===== src/sobel_pkg.sv =====
// Shared types, constants and the Sobel magnitude function for the edge detector.
// Depends on nothing; every other file of the block imports it.
`timescale 1ns / 1ps
`default_nettype none

package sobel_pkg;

    localparam int SOBEL_MAX_WIDTH = 2048;
    localparam int HEIGHT_LIMIT    = 4096;
    localparam int WIDTH_BITS      = 12;
    localparam int HEIGHT_BITS     = 13;
    localparam int PIX_BITS        = 8;
    localparam int CFG_DATA_BITS   = 13;
    localparam int RESET_WIDTH     = 640;
    localparam int RESET_HEIGHT    = 480;

    localparam logic KIND_FLUSH = 1'b1;
    localparam logic [PIX_BITS-1:0] PIX_MAX = 8'hFF;

    typedef enum logic [0:0] {
        CFG_IMAGE_WIDTH  = 1'b0,
        CFG_IMAGE_HEIGHT = 1'b1
    } t_cfg_idx;

    typedef logic [PIX_BITS-1:0] t_pix;
    typedef logic [8:0][PIX_BITS-1:0] t_win;

    typedef struct packed {
        logic produce;
        logic interior;
        logic last;
    } t_pos_info;

    function automatic t_pix sobel_inv(input t_win w);
        logic [9:0]  gx_p;
        logic [9:0]  gx_n;
        logic [9:0]  gy_p;
        logic [9:0]  gy_n;
        logic [9:0]  ax;
        logic [9:0]  ay;
        logic [10:0] mag;
        gx_p = {2'b00, w[2]} + {1'b0, w[5], 1'b0} + {2'b00, w[8]};
        gx_n = {2'b00, w[0]} + {1'b0, w[3], 1'b0} + {2'b00, w[6]};
        gy_p = {2'b00, w[0]} + {1'b0, w[1], 1'b0} + {2'b00, w[2]};
        gy_n = {2'b00, w[6]} + {1'b0, w[7], 1'b0} + {2'b00, w[8]};
        ax   = (gx_p >= gx_n) ? (gx_p - gx_n) : (gx_n - gx_p);
        ay   = (gy_p >= gy_n) ? (gy_p - gy_n) : (gy_n - gy_p);
        mag  = {1'b0, ax} + {1'b0, ay};
        return (mag[10:8] != 3'b000) ? '0 : (PIX_MAX - mag[7:0]);
    endfunction

endpackage

`default_nettype wire


===== src/sobel_if.sv =====
// Valid/ready channel interfaces for pixel input, result output and register writes.
// Depends on sobel_pkg for field widths and the register index type.
`timescale 1ns / 1ps
`default_nettype none


interface sobel_cfg_if;
    import sobel_pkg::*;
    logic                     valid;
    logic                     ready;
    t_cfg_idx                 index;
    logic [CFG_DATA_BITS-1:0] data;
    modport source (output valid, output index, output data, input ready);
    modport sink (input valid, input index, input data, output ready);
endinterface

`default_nettype wire


===== src/sobel_ctrl.sv =====
// Frame geometry registers, stream position counters and per-item position decode.
// Depends on sobel_pkg and the configuration channel interface.
`timescale 1ns / 1ps
`default_nettype none

module sobel_ctrl import sobel_pkg::*; #(
    parameter int MAX_WIDTH = SOBEL_MAX_WIDTH,
    localparam int CW = $clog2(MAX_WIDTH),
    localparam int WW = $clog2(MAX_WIDTH + 1)
) (
    input  wire logic        i_clk,
    input  wire logic        i_rst_n,
    sobel_cfg_if.sink        i_cfg,
    input  wire logic        i_accept,
    input  wire logic        i_kind,
    input  wire t_pix        i_pixel,
    output logic [CW-1:0]    o_col,
    output t_pix             o_px,
    output t_pos_info        o_info
);

    localparam int RST_W = (RESET_WIDTH > MAX_WIDTH) ? MAX_WIDTH : RESET_WIDTH;

    logic [WW-1:0]          r_eff_w;
    logic [HEIGHT_BITS-1:0] r_eff_h;
    logic [CW-1:0]          r_col;
    logic [HEIGHT_BITS-1:0] r_row;
    logic [CW-1:0]          n_col;
    logic [HEIGHT_BITS-1:0] n_row;

    logic [WIDTH_BITS-1:0]  cfg_w;
    logic [HEIGHT_BITS-1:0] cfg_h;
    logic [WW-1:0]          cfg_eff_w;
    logic [HEIGHT_BITS-1:0] cfg_eff_h;
    logic                   cfg_wr;

    logic                   col_nz;
    logic [WW-1:0]          w_m1;
    logic [HEIGHT_BITS-1:0] h_m1;
    logic [CW-1:0]          ox;
    logic [HEIGHT_BITS-1:0] oy;
    t_pos_info              info;

    assign i_cfg.ready = 1'b1;
    assign cfg_wr      = i_cfg.valid;
    assign cfg_w       = i_cfg.data[WIDTH_BITS-1:0];
    assign cfg_h       = i_cfg.data[HEIGHT_BITS-1:0];

    always_comb begin
        if (cfg_w == '0) begin
            cfg_eff_w = WW'(1);
        end else if (32'(cfg_w) > 32'(MAX_WIDTH)) begin
            cfg_eff_w = WW'(MAX_WIDTH);
        end else begin
            cfg_eff_w = WW'(cfg_w);
        end
        if (cfg_h == '0) begin
            cfg_eff_h = HEIGHT_BITS'(1);
        end else if (32'(cfg_h) > 32'(HEIGHT_LIMIT)) begin
            cfg_eff_h = HEIGHT_BITS'(HEIGHT_LIMIT);
        end else begin
            cfg_eff_h = cfg_h;
        end
    end

    always_comb begin
        col_nz = (r_col != '0);
        w_m1   = r_eff_w - WW'(1);
        h_m1   = r_eff_h - HEIGHT_BITS'(1);
        ox     = col_nz ? (r_col - CW'(1)) : CW'(w_m1);
        oy     = col_nz ? (r_row - HEIGHT_BITS'(1)) : (r_row - HEIGHT_BITS'(2));

        info.produce  = (r_row >= HEIGHT_BITS'(2)) || ((r_row == HEIGHT_BITS'(1)) && col_nz);
        info.last     = (WW'(ox) == w_m1) && (oy == h_m1);
        info.interior = (oy != '0) && (oy < h_m1) && (ox != '0) && (WW'(ox) < w_m1);

        if (info.produce && info.last) begin
            n_col = '0;
            n_row = '0;
        end else if ((WW'(r_col) + WW'(1)) == r_eff_w) begin
            n_col = '0;
            n_row = r_row + HEIGHT_BITS'(1);
        end else begin
            n_col = r_col + CW'(1);
            n_row = r_row;
        end
    end

    always_ff @(posedge i_clk) begin
        if (!i_rst_n) begin
            r_eff_w <= WW'(RST_W);
            r_eff_h <= HEIGHT_BITS'(RESET_HEIGHT);
            r_col   <= '0;
            r_row   <= '0;
        end else if (cfg_wr) begin
            unique case (i_cfg.index)
                CFG_IMAGE_WIDTH: begin
                    r_eff_w <= cfg_eff_w;
                end
                CFG_IMAGE_HEIGHT: begin
                    r_eff_h <= cfg_eff_h;
                end
            endcase
            r_col <= '0;
            r_row <= '0;
        end else if (i_accept) begin
            r_col <= n_col;
            r_row <= n_row;
        end
    end

    assign o_col  = r_col;
    assign o_px   = ((i_kind == KIND_FLUSH) || (r_row >= r_eff_h)) ? '0 : i_pixel;
    assign o_info = info;

endmodule

`default_nettype wire


===== src/flat_wrapper.sv =====
// flat-port wrapper written by rule: the top's interface ports become plain ports
module sobel_ctrl_flat import sobel_pkg::*;
#(
    parameter int MAX_WIDTH = SOBEL_MAX_WIDTH,
    localparam int CW = $clog2(MAX_WIDTH),
    localparam int WW = $clog2(MAX_WIDTH + 1)
)
  (i_clk, i_rst_n, i_accept, i_kind, i_pixel, o_col, o_px, o_info, i_cfg_valid, i_cfg_index, i_cfg_data, i_cfg_ready);
  sobel_cfg_if i_cfg_i ();
  input  wire logic i_clk;
  input  wire logic i_rst_n;
  input  wire logic i_accept;
  input  wire logic i_kind;
  input  wire t_pix i_pixel;
  output logic [CW-1:0] o_col;
  output t_pix o_px;
  output t_pos_info o_info;
  input wire logic [$bits(i_cfg_i.valid)-1:0] i_cfg_valid;
  input wire logic [$bits(i_cfg_i.index)-1:0] i_cfg_index;
  input wire logic [$bits(i_cfg_i.data)-1:0] i_cfg_data;
  output wire logic [$bits(i_cfg_i.ready)-1:0] i_cfg_ready;
  assign i_cfg_i.valid = i_cfg_valid;
  assign i_cfg_i.index = i_cfg_index;
  assign i_cfg_i.data = i_cfg_data;
  assign i_cfg_ready = i_cfg_i.ready;
  sobel_ctrl #(.MAX_WIDTH(MAX_WIDTH)) u_core (.i_clk(i_clk), .i_rst_n(i_rst_n), .i_cfg(i_cfg_i), .i_accept(i_accept), .i_kind(i_kind), .i_pixel(i_pixel), .o_col(o_col), .o_px(o_px), .o_info(o_info));
endmodule

===== config.mk =====
export PLATFORM = sky130hd
export DESIGN_NAME = sobel_ctrl_flat
export DESIGN_NICKNAME = d
export VERILOG_FILES = /design/src/sobel_pkg.sv /design/src/sobel_if.sv /design/src/sobel_ctrl.sv /design/src/flat_wrapper.sv
export SDC_FILE = /design/constraint.sdc
export NUM_CORES = 1
export LEC_CHECK = 0
export ABC_CLOCK_PERIOD_IN_PS = 6560
export BUFFER_PORTS_ARGS = -buffer_cell sky130_fd_sc_hd__buf_2
export CELL_PAD_IN_SITES_DETAIL_PLACEMENT = 1
export CELL_PAD_IN_SITES_GLOBAL_PLACEMENT = 1
export CORE_ASPECT_RATIO = 1.2
export CORE_MARGIN = 2
export CORE_UTILIZATION = 48
export CTS_CLUSTER_SIZE = 20
export DETAILED_ROUTE_END_ITERATION = 8
export MAX_ROUTING_LAYER = met4
export PLACE_DENSITY = 0.94
export SLEW_MARGIN = 20
export SYNTH_ARGS = -nofsm -noshare
export SYNTH_HDL_FRONTEND = slang
export SYNTH_SLANG_ARGS = --single-unit

===== constraint.sdc =====
create_clock -name i_clk -period 6.56 [get_ports i_clk]
set_input_delay 0.984 -clock i_clk [delete_from_list [all_inputs] [get_ports i_clk]]
set_output_delay 0.984 -clock i_clk [all_outputs]
set_load 0.1 [all_outputs]

==> flow_summary.json <==
{
  "final.min_clock_period_ps": 6050,
  "netlist.area_leader.share_pct": 21.3,
  "port_buffers": 48,
  "p_comb_share_pct": 29.3,
  "cts-root-buf": "clkbuf_16",
  "postSynthCellCount": 617,
  "period_share_pct": 92.3,
  "clk_latency_ps": 300,
  "setup_violations": 0,
  "core_area_um2": 9420,
  "via_per_inst": 6.34,
  "drc": 0,
  "antenna_found_initial": 0,
  "postCtsHoldBufs": 0,
  "gp_congestion": 0.968,
  "final_nets": 716,
  "ios": 50,
  "end_kind": "primary output",
  "wirelength_mm": 15.6,
  "synth_mux_area_share_pct": 1.57,
  "gr-total-overflow": 0,
  "clock_path_buffers": 2,
  "cts_tree": "done",
  "start_util_pct": 49.0,
  "internal-power_mw": 0.539,
  "ir_drop_mv": 0.115,
  "worst_ep_required_time_ps": 5580,
  "drv_slew": 0,
  "yosys.area_share.simple_pct": 29.0,
  "crit_path_top_delay_cell": "or4_1",
  "synth_top_family_by_area": "simple AND/OR/NAND/NOR gates",
  "cp_common_cell": "ha_1",
  "num_vias": 4855,
  "grt_max_degree": 24,
  "synth_top_cell_by_area": "dfxtp_1",
  "fmax_mhz": 165,
  "worst_setup_path_start_kind": "flop",
  "cp-startpoint": "u_core.o_col[0]",
  "cts_resized": 0,
  "pre_cts_slack_ps": 928,
  "drive_gt1_share_pct": 10.3,
  "relSlewSlack_pct": 44.9,
  "hp-start": "u_core.r_eff_h[12]",
  "dr.pass1.iters": 5,
  "p_clk_share_pct": 32.7,
  "antennaDiodeCount": 0,
  "setup_tns_ps": 0,
  "async_reset_ff_share_pct": 0,
  "synth_fa_ha_area_share_pct": 12.8,
  "ys_types": 60,
  "synth_seq_cells": 49,
  "critical_path_class": "flop to primary output",
  "p_switching_mw": 0.295,
  "synth-compound-area-share_pct": 18.8,
  "num_rows": 39,
  "ys_warn_count": 0,
  "worst_pin_slew_ps": 824,
  "synthTopCellsByArea": "dfxtp_1 (21%), ha_1 (13%), xnor2_1 (5.7%)",
  "grt_usage_pct": 31.2,
  "status": "complete, no violations",
  "dp_hpwl_mm": 12.0,
  "cts_max_level": 2,
  "reg2regPathDepth": 16,
  "worstHoldPathType": "flop to flop",
  "die_h_um": 111,
  "rr_startpoint": "u_core.o_col[0]",
  "critPathMaxFanout": 13,
  "rsz0062_at_grt": "false",
  "p_per_area_nw_per_um2": 165,
  "clkSinkCount": 49,
  "syn_avg_cell_area_um2": 7.47,
  "synth_ff_type": "dfxtp_1",
  "syn-cell-area_um2": 4610,
  "cpPeakStageDelay_ps": 760,
  "grt_pass1_vias": 5062,
  "hold_violations": 0,
  "die_area_um2": 10400,
  "arrival_ps": 5070,
  "fin_total_pwr_mw": 0.833,
  "worst_slack_ps": 507,
  "grt_pass1_wl_mm": 25.3,
  "utilization_pct": 53.5,
  "synthXorXnorAreaFrac_pct": 10.8,
  "cts_buffers": 5,
  "drv_cap": 0,
  "power_frac_seq_pct": 38.0,
  "finClkSkew_ps": 7.44,
  "synth-seq-area-share_pct": 21.3,
  "min_delay_path_depth": 2,
  "total_leakage_power_nw": 2.08,
  "postSynthNetCount": 691,
  "path_cells": "inv_1, ha_1, or4b_1, or4_1, and2_0, o21ai_1, nor2_1, xor2_1, ha_1, a211oi_1, o221ai_1, a221oi_1, o2111ai_1, a21oi_1, buf_2",
  "area_delta_synth_final_pct": 9.28,
  "postCtsSetupRepairBufs": 0,
  "ant_nets": 0,
  "clkSlewWorstSetupHoldPaths_ps": 70,
  "synth-edff-count": 0,
  "die_x_um": 93.5,
  "drt_iter0_drc": 309,
  "wire_per_inst_um": 20.3,
  "switching_share_pct": 35.4
}
## routing by layer
metal / up-vias / global-route usage (%) / share of wire [%]
li1: 2267 / - / -
met1: 2391 / 34.1 / 39
met2: 146 / 56.0 / 53
met3: 51 / 4.40 / 4.2
met4: 0 / 12.6 / 3.5
met5: - / - / 0
## state kept, by name (all words and copies together), names as in the netlist
| name | flops |
|---|---|
| u_core.r_eff_h | 13 |
| u_core.r_row | 13 |
| u_core.o_col | 11 |
| u_core.r_eff_w | 12 |
## synth_stat cells (all sizes together) (9+ instances only)
cell	number
nand2b	9
nor2	64
a21oi	41
nand4	12
nor3	24
inv	33
and2	15
nand3	26
ha	47
clkbuf	25
o21ai	30
xor2	27
nor4	16
a22oi	10
nand2	51
dfxtp	49
xnor2	30
## logic make-up after synthesis
| kind of cell | count (synthesis) |
|---|---|
| xor+xnor | 57 |
| compound gates | 133 |
| other cells | 1 |
| buf+inv | 65 |
| flops | 49 |
| fa+ha+maj | 47 |
| mux | 6 |
| simple gates | 259 |
## power by group through the flow
| stage | Clock (mW) | Sequential (mW) | Combinational (mW) |
|---|---|---|---|
| after floorplan | 0 | 0.320 | 0.174 |
| after global placement | 0 | 0.322 | 0.221 |
| after detailed placement | 0 | 0.323 | 0.235 |
| after CTS | 0.278 | 0.316 | 0.241 |
| after global routing | 0.288 | 0.317 | 0.266 |
| final | 0.272 | 0.316 | 0.244 |
## metrics by stage
stage	hold slack (ps)	cell area (um2)	cells
2_1_floorplan	457	4610	617
3_3_place_gp	479	4890	758
3_5_place_dp	493	4890	758
4_1_cts	507	5040	766
5_1_grt	536	5040	766
6_report	496	5040	766
## cell type report
| class | count | area (um2) |
|---|---|---|
| timing repair buffer | 50 | 255 |
| inverter | 33 | 124 |
| multi-input combinational | 503 | 3370 |
| clock inverter | 2 | 13.8 |
| tap | 123 | 154 |
| fill | 1233 | 4380 |
| sequential | 49 | 981 |
| clock buffer | 6 | 139 |
## cell usage in the layout (no fill, tap or decap), types with 4 or more instances in the layout
cell type / count
a21oi_1: 41
nand4_1: 12
o21ai_0: 29
nor3_1: 24
nand4b_1: 4
or3_1: 4
clkbuf_16: 5
and2_1: 13
and3_1: 8
a31oi_1: 4
xnor2_1: 30
nor3b_1: 8
nor2_1: 64
nand3_1: 26
nand2b_1: 9
buf_2: 48
o311ai_0: 5
nor2b_1: 6
inv_1: 33
dfxtp_1: 49
mux2i_1: 5
nand2_1: 51
ha_1: 47
xor2_1: 27
a221o_1: 4
a22oi_1: 10
a21o_1: 8
o31ai_1: 6
nor4_1: 14
## worst paths after layout
path / to / slack (ps)
hold reg to reg: u_core.r_eff_h[12] / 500
setup reg to reg: u_core.r_row[0] / 1220
setup / recovery: o_info[1] / 510
hold / removal: u_core.r_eff_h[12] / 500
## critical path, delay by kind of cell, from the launching register on
family	cells	cell delay [ps]
buffers and inverters	2	580
xor gates and xnor gates	1	160
DFF	1	430
and+or+nand+nor	4	1710
adders and majority gates	2	580
AOI/OAI and AO/OA	6	1310
Note: power is estimated with default switching activity, not from simulation.
