--- config.mk ---
export PLATFORM = sky130hd
export DESIGN_NAME = sobel_core_flat
export DESIGN_NICKNAME = d
export VERILOG_FILES = /design/src/sobel_pkg.sv /design/src/sobel_if.sv /design/src/sobel_core.sv /design/src/flat_wrapper.sv
export SDC_FILE = /design/constraint.sdc
export NUM_CORES = 1
export LEC_CHECK = 0
export ABC_AREA = 1
export BUFFER_PORTS_ARGS = -buffer_cell sky130_fd_sc_hd__clkbuf_2
export CAP_MARGIN = 30
export CORE_MARGIN = 8
export CORE_UTILIZATION = 55
export DETAILED_ROUTE_END_ITERATION = 6
export HOLD_SLACK_MARGIN = 0.02
export PLACE_DENSITY_LB_ADDON = 0.25
export SLEW_MARGIN = 30
export SYNTH_ARGS = -nofsm -noshare
export SYNTH_HDL_FRONTEND = slang
export SYNTH_SLANG_ARGS = --single-unit
--- constraint.sdc ---
create_clock -name i_clk -period 4.75 [get_ports i_clk]
set_input_delay 0.2375 -clock i_clk [delete_from_list [all_inputs] [get_ports i_clk]]
set_output_delay 0.2375 -clock i_clk [all_outputs]
set_load 0.02 [all_outputs]
--- src/sobel_pkg.sv ---
// Shared types, constants and the Sobel magnitude function for the edge detector.
// Depends on nothing; every other file of the block imports it.
`timescale 1ns / 1ps
`default_nettype none

package sobel_pkg;

    localparam int SOBEL_MAX_WIDTH = 2048;
    localparam int HEIGHT_LIMIT    = 4096;
    localparam int WIDTH_BITS      = 12;
    localparam int HEIGHT_BITS     = 13;
    localparam int PIX_BITS        = 8;
    localparam int CFG_DATA_BITS   = 13;
    localparam int RESET_WIDTH     = 640;
    localparam int RESET_HEIGHT    = 480;

    localparam logic KIND_FLUSH = 1'b1;
    localparam logic [PIX_BITS-1:0] PIX_MAX = 8'hFF;

    typedef enum logic [0:0] {
        CFG_IMAGE_WIDTH  = 1'b0,
        CFG_IMAGE_HEIGHT = 1'b1
    } t_cfg_idx;

    typedef logic [PIX_BITS-1:0] t_pix;
    typedef logic [8:0][PIX_BITS-1:0] t_win;

    typedef struct packed {
        logic produce;
        logic interior;
        logic last;
    } t_pos_info;

    function automatic t_pix sobel_inv(input t_win w);
        logic [9:0]  gx_p;
        logic [9:0]  gx_n;
        logic [9:0]  gy_p;
        logic [9:0]  gy_n;
        logic [9:0]  ax;
        logic [9:0]  ay;
        logic [10:0] mag;
        gx_p = {2'b00, w[2]} + {1'b0, w[5], 1'b0} + {2'b00, w[8]};
        gx_n = {2'b00, w[0]} + {1'b0, w[3], 1'b0} + {2'b00, w[6]};
        gy_p = {2'b00, w[0]} + {1'b0, w[1], 1'b0} + {2'b00, w[2]};
        gy_n = {2'b00, w[6]} + {1'b0, w[7], 1'b0} + {2'b00, w[8]};
        ax   = (gx_p >= gx_n) ? (gx_p - gx_n) : (gx_n - gx_p);
        ay   = (gy_p >= gy_n) ? (gy_p - gy_n) : (gy_n - gy_p);
        mag  = {1'b0, ax} + {1'b0, ay};
        return (mag[10:8] != 3'b000) ? '0 : (PIX_MAX - mag[7:0]);
    endfunction

endpackage

`default_nettype wire

--- src/sobel_if.sv ---
// Valid/ready channel interfaces for pixel input, result output and register writes.
// Depends on sobel_pkg for field widths and the register index type.
`timescale 1ns / 1ps
`default_nettype none


interface sobel_out_if;
    import sobel_pkg::*;
    logic valid;
    logic ready;
    t_pix edge_res;
    logic last_of_frame;
    modport source (output valid, output edge_res, output last_of_frame, input ready);
    modport sink (input valid, input edge_res, input last_of_frame, output ready);
endinterface


`default_nettype wire

--- src/sobel_core.sv ---
// Item stage, 3x3 window, Sobel magnitude and the result register with its handshake.
// Depends on sobel_pkg and the result channel interface.
`timescale 1ns / 1ps
`default_nettype none

module sobel_core import sobel_pkg::*; #(
    parameter int MAX_WIDTH = SOBEL_MAX_WIDTH,
    localparam int CW = $clog2(MAX_WIDTH)
) (
    input  wire logic          i_clk,
    input  wire logic          i_rst_n,
    input  wire logic          i_accept,
    input  wire logic [CW-1:0] i_col,
    input  wire t_pix          i_px,
    input  wire t_pos_info     i_info,
    input  wire t_pix          i_top,
    input  wire t_pix          i_mid,
    output logic               o_in_ready,
    output logic               o_wr_en,
    output logic [CW-1:0]      o_wr_col,
    output t_pix               o_wr_px,
    sobel_out_if.source        o_res
);

    logic          r_a_vld;
    logic [CW-1:0] r_a_col;
    t_pix          r_a_px;
    t_pos_info     r_a_info;
    t_win          r_win;
    t_win          n_win;
    logic          r_out_vld;
    t_pix          r_out_edge;
    logic          r_out_last;
    logic          out_free;
    logic          adv;

    assign out_free   = !r_out_vld || o_res.ready;
    assign adv        = r_a_vld && (!r_a_info.produce || out_free);
    assign o_in_ready = !r_a_vld || adv;

    always_comb begin
        n_win    = r_win;
        n_win[0] = r_win[1];
        n_win[1] = r_win[2];
        n_win[2] = i_top;
        n_win[3] = r_win[4];
        n_win[4] = r_win[5];
        n_win[5] = i_mid;
        n_win[6] = r_win[7];
        n_win[7] = r_win[8];
        n_win[8] = r_a_px;
    end

    always_ff @(posedge i_clk) begin
        if (!i_rst_n) begin
            r_a_vld   <= 1'b0;
            r_out_vld <= 1'b0;
            r_win     <= '0;
        end else begin
            if (i_accept) begin
                r_a_vld <= 1'b1;
            end else if (adv) begin
                r_a_vld <= 1'b0;
            end
            if (adv && r_a_info.produce) begin
                r_out_vld <= 1'b1;
            end else if (o_res.ready) begin
                r_out_vld <= 1'b0;
            end
            if (adv) begin
                r_win <= n_win;
            end
        end
    end

    always_ff @(posedge i_clk) begin
        if (i_accept) begin
            r_a_col  <= i_col;
            r_a_px   <= i_px;
            r_a_info <= i_info;
        end
        if (adv && r_a_info.produce) begin
            r_out_edge <= r_a_info.interior ? sobel_inv(n_win) : PIX_MAX;
            r_out_last <= r_a_info.last;
        end
    end

    assign o_wr_en             = adv;
    assign o_wr_col            = r_a_col;
    assign o_wr_px             = r_a_px;
    assign o_res.valid         = r_out_vld;
    assign o_res.edge_res      = r_out_edge;
    assign o_res.last_of_frame = r_out_last;

endmodule

`default_nettype wire

--- src/flat_wrapper.sv ---
// flat-port wrapper written by rule: the top's interface ports become plain ports
module sobel_core_flat import sobel_pkg::*;
#(
    parameter int MAX_WIDTH = SOBEL_MAX_WIDTH,
    localparam int CW = $clog2(MAX_WIDTH)
)
  (i_clk, i_rst_n, i_accept, i_col, i_px, i_info, i_top, i_mid, o_in_ready, o_wr_en, o_wr_col, o_wr_px, o_res_valid, o_res_edge_res, o_res_last_of_frame, o_res_ready);
  sobel_out_if o_res_i ();
  input  wire logic i_clk;
  input  wire logic i_rst_n;
  input  wire logic i_accept;
  input  wire logic [CW-1:0] i_col;
  input  wire t_pix i_px;
  input  wire t_pos_info i_info;
  input  wire t_pix i_top;
  input  wire t_pix i_mid;
  output logic o_in_ready;
  output logic o_wr_en;
  output logic [CW-1:0] o_wr_col;
  output t_pix o_wr_px;
  output wire logic [$bits(o_res_i.valid)-1:0] o_res_valid;
  output wire logic [$bits(o_res_i.edge_res)-1:0] o_res_edge_res;
  output wire logic [$bits(o_res_i.last_of_frame)-1:0] o_res_last_of_frame;
  input wire logic [$bits(o_res_i.ready)-1:0] o_res_ready;
  assign o_res_valid = o_res_i.valid;
  assign o_res_edge_res = o_res_i.edge_res;
  assign o_res_last_of_frame = o_res_i.last_of_frame;
  assign o_res_i.ready = o_res_ready;
  sobel_core #(.MAX_WIDTH(MAX_WIDTH)) u_core (.i_clk(i_clk), .i_rst_n(i_rst_n), .i_accept(i_accept), .i_col(i_col), .i_px(i_px), .i_info(i_info), .i_top(i_top), .i_mid(i_mid), .o_in_ready(o_in_ready), .o_wr_en(o_wr_en), .o_wr_col(o_wr_col), .o_wr_px(o_wr_px), .o_res(o_res_i));
endmodule
==> impl_table.tex, run 1 <==
\begin{tabular}{lr}
\hline
Metric & Value \\
\hline
\multicolumn{2}{l}{\textbf{Timing}} \\
Min Clock Period, post-route & 4.94 ns \\
Final Hold Slack & 0.0615 ns \\
Fin worst setup slack & -0.187 ns \\
Transition time of the tightest slew-check pin & 0.873 ns \\
Number of failing hold endpoints at the final stage & 0 \\
Worst-case headroom to the max-slew limit & 41.7\% \\
Unrepaired setup endpoints after global routing & yes \\
Number of slew-limit violations in the final report & 0 \\
Setup violators final & 8 \\
FMAX & 203 MHz \\
Worst Clk Skew & 0.0101 ns \\
Fin crit share & 104\% \\
\multicolumn{2}{l}{\textbf{Clock tree}} \\
Number of buffers added by the clock tree synthesis step & 9 \\
CTS tree & done \\
Clock latency on the worst-skew pair & 0.35 ns \\
Clock Tree Buf Depth & 2 \\
Reg clk slew, reported paths & 0.07 ns \\
H-tree lvl count & 3 \\
Number of sinks driven by the clock tree & 81 \\
Count of hold buffers inserted by post-cts repair & 0 \\
Clk root buf & clkbuf\_16 \\
\multicolumn{2}{l}{\textbf{Route}} \\
Per-cell via count in the routed design & 5.22 \\
DRC viols & 0 \\
Final wirelength & 19100 um \\
Initial DRT Pass Iterations & 5 \\
Routed length per instance & 14.9 um \\
Via count & roughly 6700 \\
DRC marker count from the first detailed-route iteration & 507 \\
Antenna violation net count after detailed routing & 0 \\
\multicolumn{2}{l}{\textbf{Critical path}} \\
Slowest stage cell, crit path & fa\_1 \\
Delay of the slowest cell on the worst path & 0.49 ns \\
Req. time, crit path & around 5 ns \\
Worst reg2reg startpoint & u\_core.o\_wr\_px[1] \\
Type of destination of the critical path & flop \\
Worst R2R Path Depth & 33 \\
Worst reg2reg setup slack & -0.19 ns \\
Critical path peak fanout & 8 \\
Type of the setup path with the least slack & reg2reg \\
CP Launch Type & flop \\
Worst r2r dst & u\_core.o\_res.edge\_res[7] \\
Worst EP arrival & 5.14 ns \\
\multicolumn{2}{l}{\textbf{Floorplanning}} \\
Die height & 131 um \\
Starting density of the core & a little under three fifths \\
Placeable core area & 0.0130 mm\^{}2 \\
Boundary Pins & 73 \\
Die area & 0.0171 mm\^{}2 \\
Number of rows in the core area & 42 \\
Die outline width & roughly 130 um \\
\multicolumn{2}{l}{\textbf{Logic synthesis}} \\
Most numerous cell types in the synthesized netlist & nand2\_1 (179), inv\_1 (123), nor2\_1 (123), ha\_1 (84), a21oi\_1 (63) \\
Number of nets in the synthesized netlist & 1108 \\
Async S/R FF share, synth & 0\% \\
Number of warnings reported in the yosys synthesis log & 0 \\
Post-synth top area cell & ha\_1 \\
Gate count after technology mapping & 945 \\
Most area-consuming cells after synthesis & ha\_1 (15\%), dfxtp\_1 (14\%), edfxtp\_1 (13\%), fa\_1 (10\%), nand2\_1 (9.3\%) \\
Leading cell type by number of instances after synthesis & nand2\_1 \\
Share of the synthesized area in the top cell type & 14.5\% \\
Distinct cell type count of the synthesized netlist & 40 \\
EDFF count, synth & 31 \\
Flops \& latches, synth & 81 \\
Sequential fraction of the synthesis area & 26.7\% \\
Average cell area after synthesis & around 7.7 um\^{}2 \\
Predominant post-synthesis flop cell & dfxtp\_1 \\
Combined area of all synthesized cells & 0.00724 mm\^{}2 \\
\multicolumn{2}{l}{\textbf{GRT}} \\
Wire length of the first global-routing pass & around 30000 um \\
GR Overflow Total & 0 \\
Pin count of the biggest net entering global routing & 51 \\
Overall track demand over capacity in global routing & 22.4\% \\
Vias in the first global route & between 6000 and 7000 \\
Antenna violations before repair & 0 \\
\multicolumn{2}{l}{\textbf{Place}} \\
Cell area reported after detailed placement & 0.00830 mm\^{}2 \\
Post-Place Worst Slack & -0.363 ns \\
Number of buffer cells added on primary ports & 72 \\
Routability-driven placement congestion ratio & 0.947 \\
DP Wirelength & $\sim$15000 um \\
\multicolumn{2}{l}{\textbf{Min path}} \\
Worst hold path depth & 1 \\
Worst min-delay path category & in2reg \\
Startpoint of the tightest hold check path & i\_px[0] \\
Worst Hold End & u\_core.o\_wr\_px[0] \\
\multicolumn{2}{l}{\textbf{Flow run}} \\
Max-Cap Viols & 0 \\
\multicolumn{2}{l}{\textbf{Final layout}} \\
Final core area utilization & 71.4\% \\
Cell area after layout & 0.00931 mm\^{}2 \\
Antenna fix cells & 0 \\
Share of post-route cells with drive strength above 1 & between 20\% and 30\% \\
Area growth from synthesis to final layout & 28.5\% \\
Filler Cells Inserted & 1098 \\
Count of nets after finishing & 1265 \\
\multicolumn{2}{l}{\textbf{Status}} \\
Violated checks & setup timing \\
Run status & complete, but fails checks \\
\hline
\end{tabular}
-- what timing repair did --
item | in CTS | in global routing
endpoints found under the hold margin | 0 | 0
setup buffers | 6 | 12
gates cloned | 1 | 1
pin swaps | 31 | 52
gates resized for setup | 52 | 90
setup endpoints to repair | 8 | 8
-- cell families after synthesis --
family,after synthesis,share of synthesized area [%]
xor+xnor,51,6.17
buf+inv,161,9.07
compound gates,161,12.3
flops,81,26.7
fa+ha+maj,121,24.7
simple gates,370,21.1
-- state kept, by name (all words and copies together), names as in the netlist --
name	flops
u_core.o_wr_col	11
u_core.r_a_info	3
u_core.r_a_vld	1
u_core.o_wr_px	8
u_core.n_win	48
u_core.o_res.valid	1
u_core.o_res.edge_res	8
u_core.o_res.last_of_frame	1
-- stage by stage --
step	TNS [ns]	instances
after floorplan	0	945
after global placement	-2.45	1249
after detailed placement	-2.77	1249
after CTS	-1.04	1272
after global routing	-3.15	1283
final	-1.25	1283
-- layer usage --
layer	wire length [um]	GRT usage, %	share of wire (%)
met5	0	0	0
met4	467	8.10	2.4
met3	1010	4.14	5.3
met2	9500	38.9	50
met1	8140	27.2	43
-- layout by cell type, fill, tap and decap left out, types with 40 or more instances in the layout --
master    instances
clkbuf_2         72
ha_1             64
a21oi_1          51
o21ai_0          56
nor2_1          115
nand2_1         155
inv_1           109
dfxtp_1          47
xor2_1           40
buf_4            95
-- layout make-up --
cell class              instances  area, um^2  area share, %
clock buffers                   9         225           2.42
clock inverters                 7        52.6          0.565
inverters                     132         505           5.43
multi-input cells             704        5220           56.1
flip-flops and latches         81        1940           20.8
well taps                     176         220           2.37
repair buffers                173        1140           12.3
repair inverters                1        6.26         0.0672
-- critical path: cells and delay by family, from the launching register on --
| family | cells | cell delay (ns) |
|---|---|---|
| compound gates | 1 | 0.05 |
| buf+inv | 10 | 1.02 |
| flops | 1 | 0.45 |
| simple gates | 17 | 1.70 |
| xor+xnor | 1 | 0.24 |
| fa+ha+maj | 4 | 1.34 |
-- worst max-delay path by stage --
stage / startpoint / endpoint / slack, ns / cells after the start
2_1_floorplan: u_core.o_wr_px[1] / u_core.o_res.edge_res[0] / 0.03 / 27
3_3_place_gp: u_core.o_wr_px[1] / u_core.o_res.edge_res[7] / -0.31 / 28
3_5_place_dp: u_core.o_wr_px[1] / u_core.o_res.edge_res[0] / -0.36 / 29
4_1_cts: u_core.o_wr_px[1] / u_core.o_res.edge_res[1] / -0.14 / 25
5_1_grt: u_core.o_wr_px[1] / u_core.o_res.edge_res[7] / -0.42 / 32
6_report: u_core.o_wr_px[1] / u_core.o_res.edge_res[7] / -0.19 / 33
Power of run 1 is not shown: default switching activity piles up to over one toggle a cycle in this logic, so the estimate is an artifact.
==> run 2, diff against run 1 <==
- REMOVE_ABC_BUFFERS: unset -> 1
==> run 2 against run 1 <==
Against the previous run: the flow still finishes with violations (setup timing); critical path depth shrank 8; largest cell class unchanged; global-route usage shrank 0.82 points; via count shrank 2.6%; highest routed layer unchanged; worst hold slack lost 0.0023 ns.
==> impl_table.tex, run 2 (synthesis gave the netlist of run 1 again) <==
\begin{tabular}{lr}
\hline
Metric & Value \\
\hline
\multicolumn{2}{l}{\textbf{Status}} \\
Run status & complete, but fails checks \\
Violated checks & setup timing \\
\multicolumn{2}{l}{\textbf{Timing}} \\
FMAX & 209 MHz \\
Worst Clk Skew & 0.0165 ns \\
Min Clock Period, post-route & 4.79 ns \\
Final Hold Slack & 0.0591 ns \\
Fin worst setup slack & -0.0355 ns \\
Unrepaired setup endpoints after global routing & yes \\
Transition time of the tightest slew-check pin & 0.854 ns \\
Fin crit share & 101\% \\
Number of failing hold endpoints at the final stage & 0 \\
Number of slew-limit violations in the final report & 0 \\
Setup violators final & 7 \\
Worst-case headroom to the max-slew limit & 43.1\% \\
\multicolumn{2}{l}{\textbf{Min path}} \\
Startpoint of the tightest hold check path & i\_px[7] \\
Worst min-delay path category & in2reg \\
Worst hold path depth & 1 \\
\multicolumn{2}{l}{\textbf{GRT}} \\
Vias in the first global route & 6160 \\
Overall track demand over capacity in global routing & 21.6\% \\
Antenna violations before repair & 0 \\
Pin count of the biggest net entering global routing & 51 \\
Global Route met1 Usage & 26.2\% \\
GR met3 Demand/Resource & 4.50\% \\
GRT Max-Usage Layer & met2 \\
GR Overflow Total & 0 \\
GR met2 Demand/Resource & 36.3\% \\
Wire length of the first global-routing pass & about 29000 um \\
\multicolumn{2}{l}{\textbf{Final layout}} \\
Final core area utilization & 68.1\% \\
Storage element area & just under 0.002 mm\^{}2 \\
Commonest non-fill, non-tap cells in the layout & nand2\_1 (166), nor2\_1 (120), inv\_1 (116) \\
Multi-input combinational cell area & 0.00498 mm\^{}2 \\
Share of post-route cells with drive strength above 1 & 23.7\% \\
Antenna fix cells & 0 \\
Area growth from synthesis to final layout & 22.6\% \\
Leading cell type in the layout, fill and taps excluded & nand2\_1 \\
Flip-flop count of the largest register after layout & 48 \\
Filler Cells Inserted & 1115 \\
Count of nets after finishing & 1241 \\
\multicolumn{2}{l}{\textbf{Place}} \\
Routability-driven placement congestion ratio & 0.927 \\
Number of buffer cells added on primary ports & slightly above 70 \\
Post-Place Worst Slack & -0.267 ns \\
DP Wirelength & 13900 um \\
\multicolumn{2}{l}{\textbf{Clock tree}} \\
Clock latency on the worst-skew pair & 0.36 ns \\
H-tree lvl count & 3 \\
Number of sinks driven by the clock tree & 81 \\
Clock Tree Buf Depth & 2 \\
Number of buffers added by the clock tree synthesis step & 9 \\
CTS tree & done \\
Count of hold buffers inserted by post-cts repair & 0 \\
Reg clk slew, reported paths & 0.07 ns \\
Clk root buf & clkbuf\_16 \\
\multicolumn{2}{l}{\textbf{Route}} \\
Per-cell via count in the routed design & 5.18 \\
Antenna violation net count after detailed routing & 0 \\
DRC marker count from the first detailed-route iteration & 475 \\
DRC viols & 0 \\
Routed length per instance & 14.1 um \\
Final wirelength & 17700 um \\
Initial DRT Pass Iterations & 5 \\
Via count & 6519 \\
\multicolumn{2}{l}{\textbf{Floorplanning}} \\
Die outline width & 131 um \\
Boundary Pins & 73 \\
Placeable core area & 0.0130 mm\^{}2 \\
Number of rows in the core area & 42 \\
Die height & 131 um \\
Starting density of the core & 55.6\% \\
Die area & 0.0171 mm\^{}2 \\
\multicolumn{2}{l}{\textbf{Critical path}} \\
Critical path peak fanout & 8 \\
Worst EP arrival & 4.88 ns \\
Slowest stage cell, crit path & fa\_1 \\
Type of destination of the critical path & flop \\
Cell family with the largest share of critical-path delay & adder cells \\
Worst reg2reg startpoint & u\_core.o\_wr\_px[1] \\
Delay of the slowest cell on the worst path & between 0.5 and 0.6 ns \\
Req. time, crit path & 4.84 ns \\
Launching element of the worst setup path & u\_core.o\_wr\_px[1] \\
Type of the setup path with the least slack & reg2reg \\
Critical path buffer and inverter count & 3 \\
CP Launch Type & flop \\
Stages on the worst setup path & 25 \\
Worst R2R Path Depth & 25 \\
\multicolumn{2}{l}{\textbf{Flow run}} \\
Max-Cap Viols & 0 \\
\hline
\end{tabular}
[run 2: area by class of cell]
cell class,instances,area share [%]
Clock inverter,7,0.592
Inverter,132,5.61
Clock buffer,9,2.54
Sequential cell,81,21.8
Timing Repair Buffer,151,10.9
Multi-Input combinational cell,703,56.1
Tap cell,176,2.48
[run 2: what timing repair did]
action,in CTS,in global routing
pin swaps,14,36
setup endpoints to repair,8,8
setup buffers,7,5
resized for setup,45,35
[run 2: path summary, 6_finish.rpt]
kind                                                   end  slack [ns]
worst min-delay path                     u_core.o_wr_px[7]        0.06
worst max-delay path              u_core.o_res.edge_res[0]       -0.04
worst max register to register    u_core.o_res.edge_res[0]       -0.04
worst min register to register  u_core.o_res.last_of_frame        0.42
[run 2: layer usage]
layer / vias up / part of all wire, %
met5: - / 0
met4: 0 / 2.6
met3: 36 / 6.0
met2: 224 / 47
met1: 2948 / 45
li1: 3311 / -
[run 2: worst reg2reg max path: cells and delay by family (launching register included)]
kind,cells,cell delay (ns)
AOI/OAI and AO/OA,5,0.79
xor gates and xnor gates,1,0.21
adders and majority gates,5,1.72
buffers and inverters,3,0.25
DFF,1,0.44
and+or+nand+nor,11,1.12
[run 2: through the flow]
stage                     std cells  TNS [ns]  cell area, um^2
after detailed placement       1231     -2.05             8160
final                          1259    -0.138             8880
after floorplan                 916    -0.795             7080
after CTS                      1254    -0.113             8710
after global routing           1259     -2.65             8880
after global placement         1231     -1.51             8160
Power of run 2 is left out for the same reason.
